### src/hw/rtl/keyed_score_table_mean_median_assert.svh
// assertion macros for the keyed score table
`ifndef KEYED_SCORE_TABLE_MEAN_MEDIAN_ASSERT_SVH
`define KEYED_SCORE_TABLE_MEAN_MEDIAN_ASSERT_SVH
`ifndef SYNTHESIS
// clocked check, off while reset is high
`define KSTMM_ASSERT(lbl, clk, rst, prop, msg) \
   lbl: assert property (@(posedge clk) disable iff (rst) prop) else $error(msg);
// clocked check, also during reset
`define KSTMM_ASSERT_ALWAYS(lbl, clk, prop, msg) \
   lbl: assert property (@(posedge clk) prop) else $error(msg);
`else
`define KSTMM_ASSERT(lbl, clk, rst, prop, msg)
`define KSTMM_ASSERT_ALWAYS(lbl, clk, prop, msg)
`endif
`endif

### src/hw/rtl/kstmm_pkg.sv
`default_nettype none
package kstmm_pkg;
   localparam int TABLE_ENTRIES_DEF = 64;
   localparam int KEY_W   = 32;
   localparam int SCORE_W = 16;
   localparam int ENTRY_W = 1 + KEY_W + SCORE_W;

   // status codes
   localparam logic [1:0] ST_OK     = 2'd0;
   localparam logic [1:0] ST_FULL   = 2'd1;
   localparam logic [1:0] ST_ABSENT = 2'd2;
   localparam logic [1:0] ST_EMPTY  = 2'd3;

   // input commands
   localparam logic CMD_SET    = 1'b0;
   localparam logic CMD_REMOVE = 1'b1;

   // table walk kinds
   localparam logic [1:0] PK_SCAN  = 2'd0;
   localparam logic [1:0] PK_RADIX = 2'd1;
   localparam logic [1:0] PK_FINAL = 2'd2;

   typedef struct packed {
      logic       clear;
      logic       load;
      logic       pass_begin;
      logic [1:0] pass_kind;
      logic       update;
      logic       div_begin;
   } ctl_cmd_type;

   typedef struct packed {
      logic clr_last;
      logic pass_done;
      logic div_done;
      logic bit_last;
      logic empty;
   } ctl_stat_type;
endpackage
`default_nettype wire

### src/hw/rtl/kstmm_ram.sv
`default_nettype none
module kstmm_ram #(
   parameter int WIDTH = 8,
   parameter int DEPTH = 64
) (
   input  wire logic                     clock,
   input  wire logic                     wr_en,
   input  wire logic [$clog2(DEPTH)-1:0] wr_addr,
   input  wire logic [WIDTH-1:0]         wr_data,
   input  wire logic [$clog2(DEPTH)-1:0] rd_addr,
   output logic      [WIDTH-1:0]         rd_data
);
   logic [WIDTH-1:0] mem_ff [DEPTH];
   logic [WIDTH-1:0] rd_ff;

   // one write port, registered read
   always_ff @(posedge clock) begin
      if (wr_en) begin
         mem_ff[wr_addr] <= wr_data;
      end
      rd_ff <= mem_ff[rd_addr];
   end

   assign rd_data = rd_ff;
endmodule
`default_nettype wire

### src/hw/rtl/kstmm_datapath.sv
`default_nettype none
module kstmm_datapath #(
   parameter int TABLE_ENTRIES = 64
) (
   input  wire logic                       clock,
   input  wire logic                       reset,
   input  wire kstmm_pkg::ctl_cmd_type     cmd,
   output kstmm_pkg::ctl_stat_type         stat,
   input  wire logic                       req_cmd,
   input  wire logic [31:0]                req_entry_key,
   input  wire logic [15:0]                req_score_value,
   output logic      [1:0]                 rsp_status,
   output logic      [6:0]                 rsp_entry_count,
   output logic      [23:0]                rsp_mean_q8,
   output logic      [15:0]                rsp_median_value
);
   import kstmm_pkg::*;
   `include "keyed_score_table_mean_median_assert.svh"

   localparam int IW  = $clog2(TABLE_ENTRIES);
   localparam int CW  = $clog2(TABLE_ENTRIES + 1);
   localparam int SW  = SCORE_W + CW;
   localparam int DW  = SW + 8;
   localparam int DVW = $clog2(DW);

   // table walk control
   logic [IW-1:0] wk_ff, wk_in, pidx_ff;
   logic act_ff, act_in, pend_ff, plast_ff;
   logic [1:0] pk_ff;
   // ram port
   logic we;
   logic [IW-1:0] wa;
   logic [ENTRY_W-1:0] wd, rd;
   // latched beat
   logic op_ff;
   logic [KEY_W-1:0] key_ff;
   logic [SCORE_W-1:0] scr_ff;
   // scan results
   logic hit_ff, fre_ff;
   logic [IW-1:0] hidx_ff, fidx_ff;
   logic [SCORE_W-1:0] hsc_ff;
   // table totals
   logic [CW-1:0] cnt_ff;
   logic [SW-1:0] sum_ff;
   logic [1:0] stat_ff;
   // divider
   logic dv_act_ff;
   logic [DVW-1:0] dv_ff;
   logic [DW-1:0] dd_ff, q_ff;
   logic [CW-1:0] rem_ff;
   logic [CW:0] trial;
   logic tge;
   // median select
   logic [CW-1:0] kr_ff, k0_ff, acc_ff, acc_in, cle_ff, cle_in;
   logic [SCORE_W-1:0] pre_ff, pre_in, mg_ff, mg_in, hm, v2;
   logic [3:0] bt_ff;
   logic [SCORE_W-1:0] med_ff;
   logic two;
   logic rv;
   logic [KEY_W-1:0] rk;
   logic [SCORE_W-1:0] rs;
   logic [63:0] cnt64, q64;

   assign rv = rd[ENTRY_W-1];
   assign rk = rd[ENTRY_W-2:SCORE_W];
   assign rs = rd[SCORE_W-1:0];

   kstmm_ram #(.WIDTH(ENTRY_W), .DEPTH(TABLE_ENTRIES)) u_ram (
      .clock(clock), .wr_en(we), .wr_addr(wa), .wr_data(wd),
      .rd_addr(wk_ff), .rd_data(rd)
   );

   // walk counter, also used by the clearing pass
   always_comb begin
      wk_in  = wk_ff;
      act_in = act_ff;
      if (cmd.pass_begin) begin
         wk_in  = '0;
         act_in = 1'b1;
      end else if (act_ff || cmd.clear) begin
         wk_in = wk_ff + 1'b1;
         if (wk_ff == IW'(TABLE_ENTRIES - 1)) begin
            wk_in  = '0;
            act_in = 1'b0;
         end
      end
   end

   always_ff @(posedge clock) begin
      if (reset) begin
         wk_ff    <= '0;
         act_ff   <= 1'b0;
         pend_ff  <= 1'b0;
         plast_ff <= 1'b0;
      end else begin
         wk_ff    <= wk_in;
         act_ff   <= act_in;
         pend_ff  <= act_ff;
         plast_ff <= act_ff && (wk_ff == IW'(TABLE_ENTRIES - 1));
      end
      pidx_ff <= wk_ff;
      if (cmd.pass_begin) begin
         pk_ff <= cmd.pass_kind;
      end
   end

   // ram write mux: clearing pass or table update
   always_comb begin
      we = 1'b0;
      wa = wk_ff;
      wd = '0;
      if (cmd.clear) begin
         we = 1'b1;
      end else if (cmd.update) begin
         if (hit_ff) begin
            we = 1'b1;
            wa = hidx_ff;
            wd = {op_ff == CMD_SET, key_ff, scr_ff};
         end else if (op_ff == CMD_SET && fre_ff) begin
            we = 1'b1;
            wa = fidx_ff;
            wd = {1'b1, key_ff, scr_ff};
         end
      end
   end

   // per-entry counts for the select passes
   assign hm = (16'hFFFF << bt_ff) << 1;
   always_comb begin
      acc_in = acc_ff;
      cle_in = cle_ff;
      mg_in  = mg_ff;
      if (pend_ff && rv) begin
         if (((rs ^ pre_ff) & hm) == '0 && !rs[bt_ff]) begin
            acc_in = acc_ff + 1'b1;
         end
         if (rs <= pre_ff) begin
            cle_in = cle_ff + 1'b1;
         end else if (rs < mg_ff) begin
            mg_in = rs;
         end
      end
   end

   always_comb begin
      pre_in = pre_ff;
      pre_in[bt_ff] = !(kr_ff < acc_in);
   end

   assign two = ({1'b0, cle_in} > ({1'b0, k0_ff} + 1'b1));
   assign v2  = two ? pre_ff : mg_in;

   // divider step
   assign trial = {rem_ff, dd_ff[DW-1]};
   assign tge   = trial >= {1'b0, cnt_ff};

   always_ff @(posedge clock) begin
      if (reset) begin
         cnt_ff    <= '0;
         sum_ff    <= '0;
         dv_act_ff <= 1'b0;
      end else begin
         // latch request beat
         if (cmd.load) begin
            op_ff  <= req_cmd;
            key_ff <= req_entry_key;
            scr_ff <= req_score_value;
            hit_ff <= 1'b0;
            fre_ff <= 1'b0;
         end
         // key search and free slot search
         if (pend_ff && pk_ff == PK_SCAN) begin
            if (rv && !hit_ff && rk == key_ff) begin
               hit_ff  <= 1'b1;
               hidx_ff <= pidx_ff;
               hsc_ff  <= rs;
            end
            if (!rv && !fre_ff) begin
               fre_ff  <= 1'b1;
               fidx_ff <= pidx_ff;
            end
         end
         // table update and totals
         if (cmd.update) begin
            if (op_ff == CMD_SET) begin
               if (hit_ff) begin
                  stat_ff <= ST_OK;
                  sum_ff  <= sum_ff - SW'(hsc_ff) + SW'(scr_ff);
               end else if (fre_ff) begin
                  stat_ff <= ST_OK;
                  sum_ff  <= sum_ff + SW'(scr_ff);
                  cnt_ff  <= cnt_ff + 1'b1;
               end else begin
                  stat_ff <= ST_FULL;
               end
            end else begin
               if (hit_ff) begin
                  stat_ff <= ST_OK;
                  sum_ff  <= sum_ff - SW'(hsc_ff);
                  cnt_ff  <= cnt_ff - 1'b1;
               end else begin
                  stat_ff <= ST_ABSENT;
               end
            end
         end
         // mean: restoring divide of sum times 256 by count; also seeds the median select
         if (cmd.div_begin) begin
            dv_act_ff <= 1'b1;
            dv_ff     <= DVW'(DW - 1);
            dd_ff     <= {sum_ff, 8'd0};
            rem_ff    <= '0;
            q_ff      <= '0;
            kr_ff     <= (cnt_ff - 1'b1) >> 1;
            k0_ff     <= (cnt_ff - 1'b1) >> 1;
            pre_ff    <= '0;
            bt_ff     <= 4'd15;
         end else if (dv_act_ff) begin
            rem_ff <= tge ? CW'(trial - {1'b0, cnt_ff}) : trial[CW-1:0];
            q_ff   <= {q_ff[DW-2:0], tge};
            dd_ff  <= dd_ff << 1;
            dv_ff  <= dv_ff - 1'b1;
            if (dv_ff == '0) begin
               dv_act_ff <= 1'b0;
            end
         end
         // select pass accumulators
         if (cmd.pass_begin) begin
            acc_ff <= '0;
            cle_ff <= '0;
            mg_ff  <= '1;
         end else begin
            acc_ff <= acc_in;
            cle_ff <= cle_in;
            mg_ff  <= mg_in;
         end
         // one bit of the median per radix pass
         if (pend_ff && plast_ff && pk_ff == PK_RADIX) begin
            pre_ff <= pre_in;
            if (!(kr_ff < acc_in)) begin
               kr_ff <= kr_ff - acc_in;
            end
            bt_ff <= bt_ff - 1'b1;
         end
         // median from the final pass
         if (pend_ff && plast_ff && pk_ff == PK_FINAL) begin
            med_ff <= cnt_ff[0] ? pre_ff
                                : SCORE_W'(({1'b0, pre_ff} + {1'b0, v2}) >> 1);
         end
      end
   end

   // status toward the controller
   assign stat.clr_last  = wk_ff == IW'(TABLE_ENTRIES - 1);
   assign stat.pass_done = pend_ff && plast_ff;
   assign stat.div_done  = dv_act_ff && dv_ff == '0;
   assign stat.bit_last  = bt_ff == 4'd0;
   assign stat.empty     = cnt_ff == '0;

   // result fields
   assign cnt64 = 64'(cnt_ff);
   assign q64   = 64'(q_ff);
   assign rsp_status       = stat.empty ? ST_EMPTY : stat_ff;
   assign rsp_entry_count  = cnt64[6:0];
   assign rsp_mean_q8      = stat.empty ? 24'd0 : q64[23:0];
   assign rsp_median_value = stat.empty ? 16'd0 : med_ff;

   `KSTMM_ASSERT(a_cnt_range, clock, reset, cnt_ff <= CW'(TABLE_ENTRIES), "count above table size")
   `KSTMM_ASSERT(a_div_walk, clock, reset, !(dv_act_ff && act_ff), "divide overlaps table walk")
   `KSTMM_ASSERT(a_upd_quiet, clock, reset, cmd.update |-> !act_ff && !pend_ff, "update during walk")
endmodule
`default_nettype wire

### src/hw/rtl/kstmm_ctrl.sv
`default_nettype none
module kstmm_ctrl (
   input  wire logic                    clock,
   input  wire logic                    reset,
   input  wire logic                    start,
   output logic                         busy,
   output logic                         rsp_valid,
   output kstmm_pkg::ctl_cmd_type       cmd,
   input  wire kstmm_pkg::ctl_stat_type stat
);
   import kstmm_pkg::*;
   `include "keyed_score_table_mean_median_assert.svh"

   localparam logic [3:0] S_CLEAR = 4'd0;
   localparam logic [3:0] S_IDLE  = 4'd1;
   localparam logic [3:0] S_SCAN  = 4'd2;
   localparam logic [3:0] S_UPD   = 4'd3;
   localparam logic [3:0] S_CHK   = 4'd4;
   localparam logic [3:0] S_DIV   = 4'd5;
   localparam logic [3:0] S_RAD   = 4'd6;
   localparam logic [3:0] S_FIN   = 4'd7;
   localparam logic [3:0] S_RESP  = 4'd8;

   logic [3:0] state_ff, state_in;

   // sequencing of the phases of one beat
   always_comb begin
      state_in = state_ff;
      cmd      = '0;
      case (state_ff)
         S_CLEAR: begin
            cmd.clear = 1'b1;
            if (stat.clr_last) begin
               state_in = S_IDLE;
            end
         end
         S_IDLE: begin
            if (start) begin
               cmd.load       = 1'b1;
               cmd.pass_begin = 1'b1;
               cmd.pass_kind  = PK_SCAN;
               state_in       = S_SCAN;
            end
         end
         S_SCAN: begin
            if (stat.pass_done) begin
               state_in = S_UPD;
            end
         end
         S_UPD: begin
            cmd.update = 1'b1;
            state_in   = S_CHK;
         end
         S_CHK: begin
            if (stat.empty) begin
               state_in = S_RESP;
            end else begin
               cmd.div_begin = 1'b1;
               state_in      = S_DIV;
            end
         end
         S_DIV: begin
            if (stat.div_done) begin
               cmd.pass_begin = 1'b1;
               cmd.pass_kind  = PK_RADIX;
               state_in       = S_RAD;
            end
         end
         S_RAD: begin
            if (stat.pass_done) begin
               cmd.pass_begin = 1'b1;
               if (stat.bit_last) begin
                  cmd.pass_kind = PK_FINAL;
                  state_in      = S_FIN;
               end else begin
                  cmd.pass_kind = PK_RADIX;
               end
            end
         end
         S_FIN: begin
            if (stat.pass_done) begin
               state_in = S_RESP;
            end
         end
         S_RESP: begin
            state_in = S_IDLE;
         end
         default: begin
            state_in = S_IDLE;
         end
      endcase
   end

   always_ff @(posedge clock) begin
      if (reset) begin
         state_ff <= S_CLEAR;
      end else begin
         state_ff <= state_in;
      end
   end

   assign busy      = state_ff != S_IDLE;
   assign rsp_valid = state_ff == S_RESP;

   `KSTMM_ASSERT(a_one_strobe, clock, reset, rsp_valid |=> !rsp_valid, "result strobe twice")
   `KSTMM_ASSERT(a_take_busy, clock, reset, (start && !busy) |=> busy, "beat taken but not busy")
   `KSTMM_ASSERT(a_idle_quiet, clock, reset, !(state_ff == S_IDLE && stat.pass_done), "walk in idle")
endmodule
`default_nettype wire

### src/hw/rtl/keyed_score_table_mean_median.sv
// channel   ports                        handshake
// request   req_cmd/entry_key/score      start & !busy
// result    rsp_status/count/mean/median rsp_valid, one cycle
//
// a beat runs a key search walk, a divide of clog2(N+1) + 24 steps, sixteen
// counting walks for the median bits and one closing walk; each walk visits
// every table entry in turn, bound by the single read port of the table memory.
// a new beat is accepted only once the last one has given its result.
// a beat that leaves the table empty skips divide and median.
// after reset a clearing pass over all N entries holds busy high.
// a result is shown for one cycle and cannot be stalled by the receiver.
`default_nettype none
module keyed_score_table_mean_median #(
   parameter int TABLE_ENTRIES = kstmm_pkg::TABLE_ENTRIES_DEF
) (
   input  wire logic        clock,
   input  wire logic        reset,
   input  wire logic        start,
   output logic             busy,
   input  wire logic        req_cmd,
   input  wire logic [31:0] req_entry_key,
   input  wire logic [15:0] req_score_value,
   output logic             rsp_valid,
   output logic [1:0]       rsp_status,
   output logic [6:0]       rsp_entry_count,
   output logic [23:0]      rsp_mean_q8,
   output logic [15:0]      rsp_median_value
);
   import kstmm_pkg::*;

   ctl_cmd_type  cmd;
   ctl_stat_type stat;

   // phase sequencer
   kstmm_ctrl u_ctrl (
      .clock(clock), .reset(reset), .start(start), .busy(busy),
      .rsp_valid(rsp_valid), .cmd(cmd), .stat(stat)
   );

   // table, totals, divider and median select
   kstmm_datapath #(.TABLE_ENTRIES(TABLE_ENTRIES)) u_dp (
      .clock(clock), .reset(reset), .cmd(cmd), .stat(stat),
      .req_cmd(req_cmd), .req_entry_key(req_entry_key),
      .req_score_value(req_score_value),
      .rsp_status(rsp_status), .rsp_entry_count(rsp_entry_count),
      .rsp_mean_q8(rsp_mean_q8), .rsp_median_value(rsp_median_value)
   );
endmodule
`default_nettype wire

### config.mk
export PLATFORM = sky130hd
export DESIGN_NAME = keyed_score_table_mean_median
export DESIGN_NICKNAME = d
export VERILOG_FILES = /design/src/hw/rtl/kstmm_pkg.sv /design/src/hw/rtl/kstmm_ram.sv /design/src/hw/rtl/kstmm_datapath.sv /design/src/hw/rtl/kstmm_ctrl.sv /design/src/hw/rtl/keyed_score_table_mean_median.sv
export VERILOG_INCLUDE_DIRS = /design/src /design/src/hw/rtl
export SDC_FILE = /design/constraint.sdc
export NUM_CORES = 2
export LEC_CHECK = 0
export BUFFER_PORTS_ARGS = -buffer_cell sky130_fd_sc_hd__buf_2
export CORE_ASPECT_RATIO = 0.75
export CORE_MARGIN = 2
export CORE_UTILIZATION = 40
export CTS_BUF_LIST = sky130_fd_sc_hd__clkbuf_16
export CTS_CLUSTER_DIAMETER = 120
export DETAILED_ROUTE_END_ITERATION = 16
export GPL_ROUTABILITY_DRIVEN = 0
export PLACE_DENSITY_LB_ADDON = 0.15
export SLEW_MARGIN = 15
export SYNTH_ARGS = -nofsm -noshare
export SYNTH_HDL_FRONTEND = slang
export SYNTH_SLANG_ARGS = --single-unit
### constraint.sdc
create_clock -name clock -period 6.2 [get_ports clock]
set_input_delay 1.24 -clock clock [delete_from_list [all_inputs] [get_ports clock]]
set_output_delay 1.24 -clock clock [all_outputs]
set_load 0.01 [all_outputs]
==> results.toml <==
[final_layout]
final_nets = 6874
finalInstanceArea_um2 = 156000
area_growth_pct = 14.27
drive_above_1_share_pct = 29.63
num-fill-cells = 28186
final_cell_mix = "edfxtp_1 (3357), mux4_2 (1033), clkbuf_16 (359), buf_4 (265), nand2_1 (195)"
final_common_cell = "edfxtp_1"

[critical_path]
startpoint_type = "flip-flop"
cp_slowest_cell = "fa_1"
path_class = "flip-flop to flip-flop"
cp_num_buf_inv = 1
cp_max_fo = 4
cp_data_required_time_ns = 6.83
rr_startpoint = "u_dp.pre_ff[12]$_SDFFCE_PN0P_"
ff2ff_setup_slack_ns = 0.39
crit_family = "compound AO/OA/AOI/OAI gates"
crit_top_cell = "a21oi_2"
cp-end-kind = "flip-flop"
endpoint = "u_dp.med_ff[13]$_DFFE_PP_"
r2r-end = "u_dp.med_ff[13]$_DFFE_PP_"
cp.arrival_ns = 6.44
worstSetupPathDepth = 28
worst_r2r_path_depth = 28
crit_path_max_incr_delay_ns = 0.42
crit_path_start = "u_dp.pre_ff[12]$_SDFFCE_PN0P_"

[synthesis]
synth-compound-area-share_pct = 1.787
synth-edff-count = 3357
ys_top_cells_by_area = "edfxtp_1 (74%), mux4_2 (17%), dfxtp_1 (1.5%)"
synth_adder_area_share_pct = 1.137
ys.flop_type = "edfxtp_1"
synth_area_um2 = 136500
synthXorXnorAreaFrac_pct = 0.6994
syn_inst = 6253
synth_fp_nets = 6426
ys_warn_count = 0
synth_mux_area_share_pct = 17.46
ys_ff_latch = 3456
synth.largest_area_cell = "edfxtp_1"
post_synth.cell_area_avg_um2 = 21.83
synthArstFlopShare_pct = 0
yosysTopAreaCellShare_pct = 73.85
synth_top_family_by_area = "multiplexers"
ys_types = 74
ys_seq_area_share_pct = 75.30
synthSimpleGateAreaFrac_pct = 2.494

[sta]
fmax_mhz = 172.1
period_share_pct = 93.72
slew_violations = 0
max-slew-margin-rel_pct = 17.44
fin_crit_ns = 5.810
fin_hold_ws_ns = 0.4411
worst_slew_pin_slew_ns = 1.230
skew_ns = 0.05742
tns_ns = 0
final-hold-violation-count = 0
setup_violations = 0

[clock_network]
clkTransAtPathRegs_ns = 0.06
clockBufferDepth = 4
cts_tree = "done"
cts_root_buffer = "clkbuf_16"
numCtsBuffers = 350
clk_latency_ns = 0.90
cts_sinks = 3456
cts_hold_buf = 0
cts.htree.levels = 5

[route]
drtIter0Drc = 10123
wl_um = 399500
via_count = 68273
post-route-drc-count = 0
postRouteAntennaNets = 0
avgRoutedWirePerCell_um = 34.79
firstDrtPassIters = 5
vias_per_cell = 5.947

[floorplanning]
ios = 103
num_rows = 185
core_area_um2 = 339100
die_h_um = 509.9
start_util_pct = 40.25
dieArea_um2 = 346000
fp.dieW_um = 678.5

[power]
p_int_uw = 42740
swShare_pct = 26.58
pwr-share-comb_pct = 18.7
clockPowerShare_pct = 35.3
netSwitchingPower_uw = 15470
power_leakage_uw = 0.04275
p_seq_share_pct = 46.0
ir_drop_v = 0.0005058
power-per-cell-area_nw_per_um2 = 373.2

[placed_design]
dp_hpwl_um = 219300
placed_cell_area_um2 = 144800
port_buffers = 102

[global_routing]
grt_pass1_vias = 66615
grt-ovfl-total = 0
grt_first_pass_wirelength_um = 547600
grt.total_usage_pct = 22.76
antenna_found_initial = 23
grt_max_degree = 130

[status]
status = "finished, final reports clean"

[job]
drv_cap = 0

[min_path]
worstHoldPathType = "flip-flop to flip-flop"
synth_stat cells, types with 5 or more instances:
cell          n
nand2b_1     19
mux2i_1      40
o31ai_1       9
and2_1      128
nand4_1      22
nor3_1       45
a211o_1       6
o22ai_1       9
dfxtp_1      99
mux2_2       15
nor2_1      195
clkbuf_1    210
or3_1         8
nand2_1     197
a31oi_1      11
inv_1        94
o211ai_1      8
edfxtp_1   3357
and3_1       13
a311oi_1     20
mux4_2     1033
fa_1          5
o21ai_0      66
buf_1       102
a221oi_1      6
ha_1        116
nand3_1      27
a21oi_1     101
nor2b_1      20
a211oi_1     18
xor2_1       31
a21o_1       32
nor4_1        7
or2_2         7
o31a_1        6
o21a_1       10
o21bai_1      8
a22oi_1       7
a2111oi_0     6
xnor2_1      78
state kept, by name (all words and copies together), names as in the netlist, 4 cells and up:
signal	flops
u_dp.sum_ff	23
u_dp.cle_ff	7
u_ctrl.state_ff	4
u_dp.hsc_ff	16
u_dp.hidx_ff	6
u_dp.pidx_ff	6
u_dp.pre_ff	16
u_dp.u_ram.mem_ff	3136
u_dp.acc_ff	7
u_dp.u_ram.rd_data	49
u_dp.scr_ff	16
u_dp.k0_ff	6
u_dp.rsp_entry_count	7
u_dp.wk_ff	6
u_dp.rem_ff	7
u_dp.fidx_ff	6
u_dp.dd_ff	23
u_dp.mg_ff	16
u_dp.kr_ff	7
u_dp.med_ff	16
u_dp.dv_ff	5
u_dp.q_ff	24
u_dp.key_ff	32
u_dp.bt_ff	4
power groups by stage:
stage | sequential, uW | clock [uW] | combinational, uW
5_1_grt | 26800 | 21800 | 11600
6_report | 26800 | 20600 | 10900
3_3_place_gp | 27200 | 0 | 11100
2_1_floorplan | 27000 | 0 | 7490
3_5_place_dp | 27200 | 0 | 11000
4_1_cts | 26700 | 21000 | 11000
repair_timing:
item                       4_1_cts  5_1_grt
pin swaps                        0        9
setup endpoints to repair        2        9
gates resized for setup          3       16
setup buffers                    0        2
routing by layer:
metal	track usage, %	part of all wire (%)	vias up
li1	-	-	27168
met1	35.44	45	37717
met2	34.06	45	2902
met3	3.561	7.8	484
met4	4.764	2.1	2
met5	0	0.0045	-
cell type report:
cell class                      count  area, um^2  share of cell area [%]
Sequential cell                  3456      102800                   65.91
Multi-Input combinational cell   2390       32860                   21.07
Clock buffer                      359        8984                   5.759
Tap cell                         4488        5615                   3.600
Timing Repair Buffer              408        3328                   2.134
Clock inverter                    279        2009                   1.288
Inverter                           95       357.8                  0.2294
Antenna cell                        6       15.01                0.009626
cell families after synthesis:
family          after synthesis
xor+xnor                    109
buf+inv                     407
compound gates              364
fa+ha+maj                   121
simple gates                708
mux                        1088
flops                      3456
how the worst min path moves through the flow:
| stage | cells after the start | slack (ns) | endpoint | start |
|---|---|---|---|---|
| finish | 0 | 0.44 | u_dp.fidx_ff[0]$_DFFE_PP_ | u_dp.pidx_ff[0]$_DFF_P_ |
| global route | 0 | 0.44 | u_dp.hidx_ff[0]$_DFFE_PP_ | u_dp.pidx_ff[0]$_DFF_P_ |
| CTS | 0 | 0.43 | u_dp.hidx_ff[0]$_DFFE_PP_ | u_dp.pidx_ff[0]$_DFF_P_ |
| detailed placement | 0 | 0.41 | u_dp.hidx_ff[3]$_DFFE_PP_ | u_dp.pidx_ff[3]$_DFF_P_ |
| global placement | 0 | 0.41 | u_dp.hidx_ff[0]$_DFFE_PP_ | u_dp.pidx_ff[0]$_DFF_P_ |
| floorplan | 0 | 0.33 | u_dp.pidx_ff[2]$_DFF_P_ | u_dp.wk_ff[2]$_SDFFE_PP0P_ |
stage by stage:
step | setup WS (ns) | cells | util (%) | power (uW)
2_1_floorplan | 0.5101 | 6253 | - | 34490
3_3_place_gp | -0.1524 | 10834 | 42.71 | 38260
3_5_place_dp | -0.1418 | 10834 | 42.71 | 38250
4_1_cts | 0.09549 | 11472 | 45.95 | 58780
5_1_grt | -0.01916 | 11476 | 45.99 | 60210
6_report | 0.3896 | 11481 | 46.00 | 58210
Power figures use the tool's default switching activity.
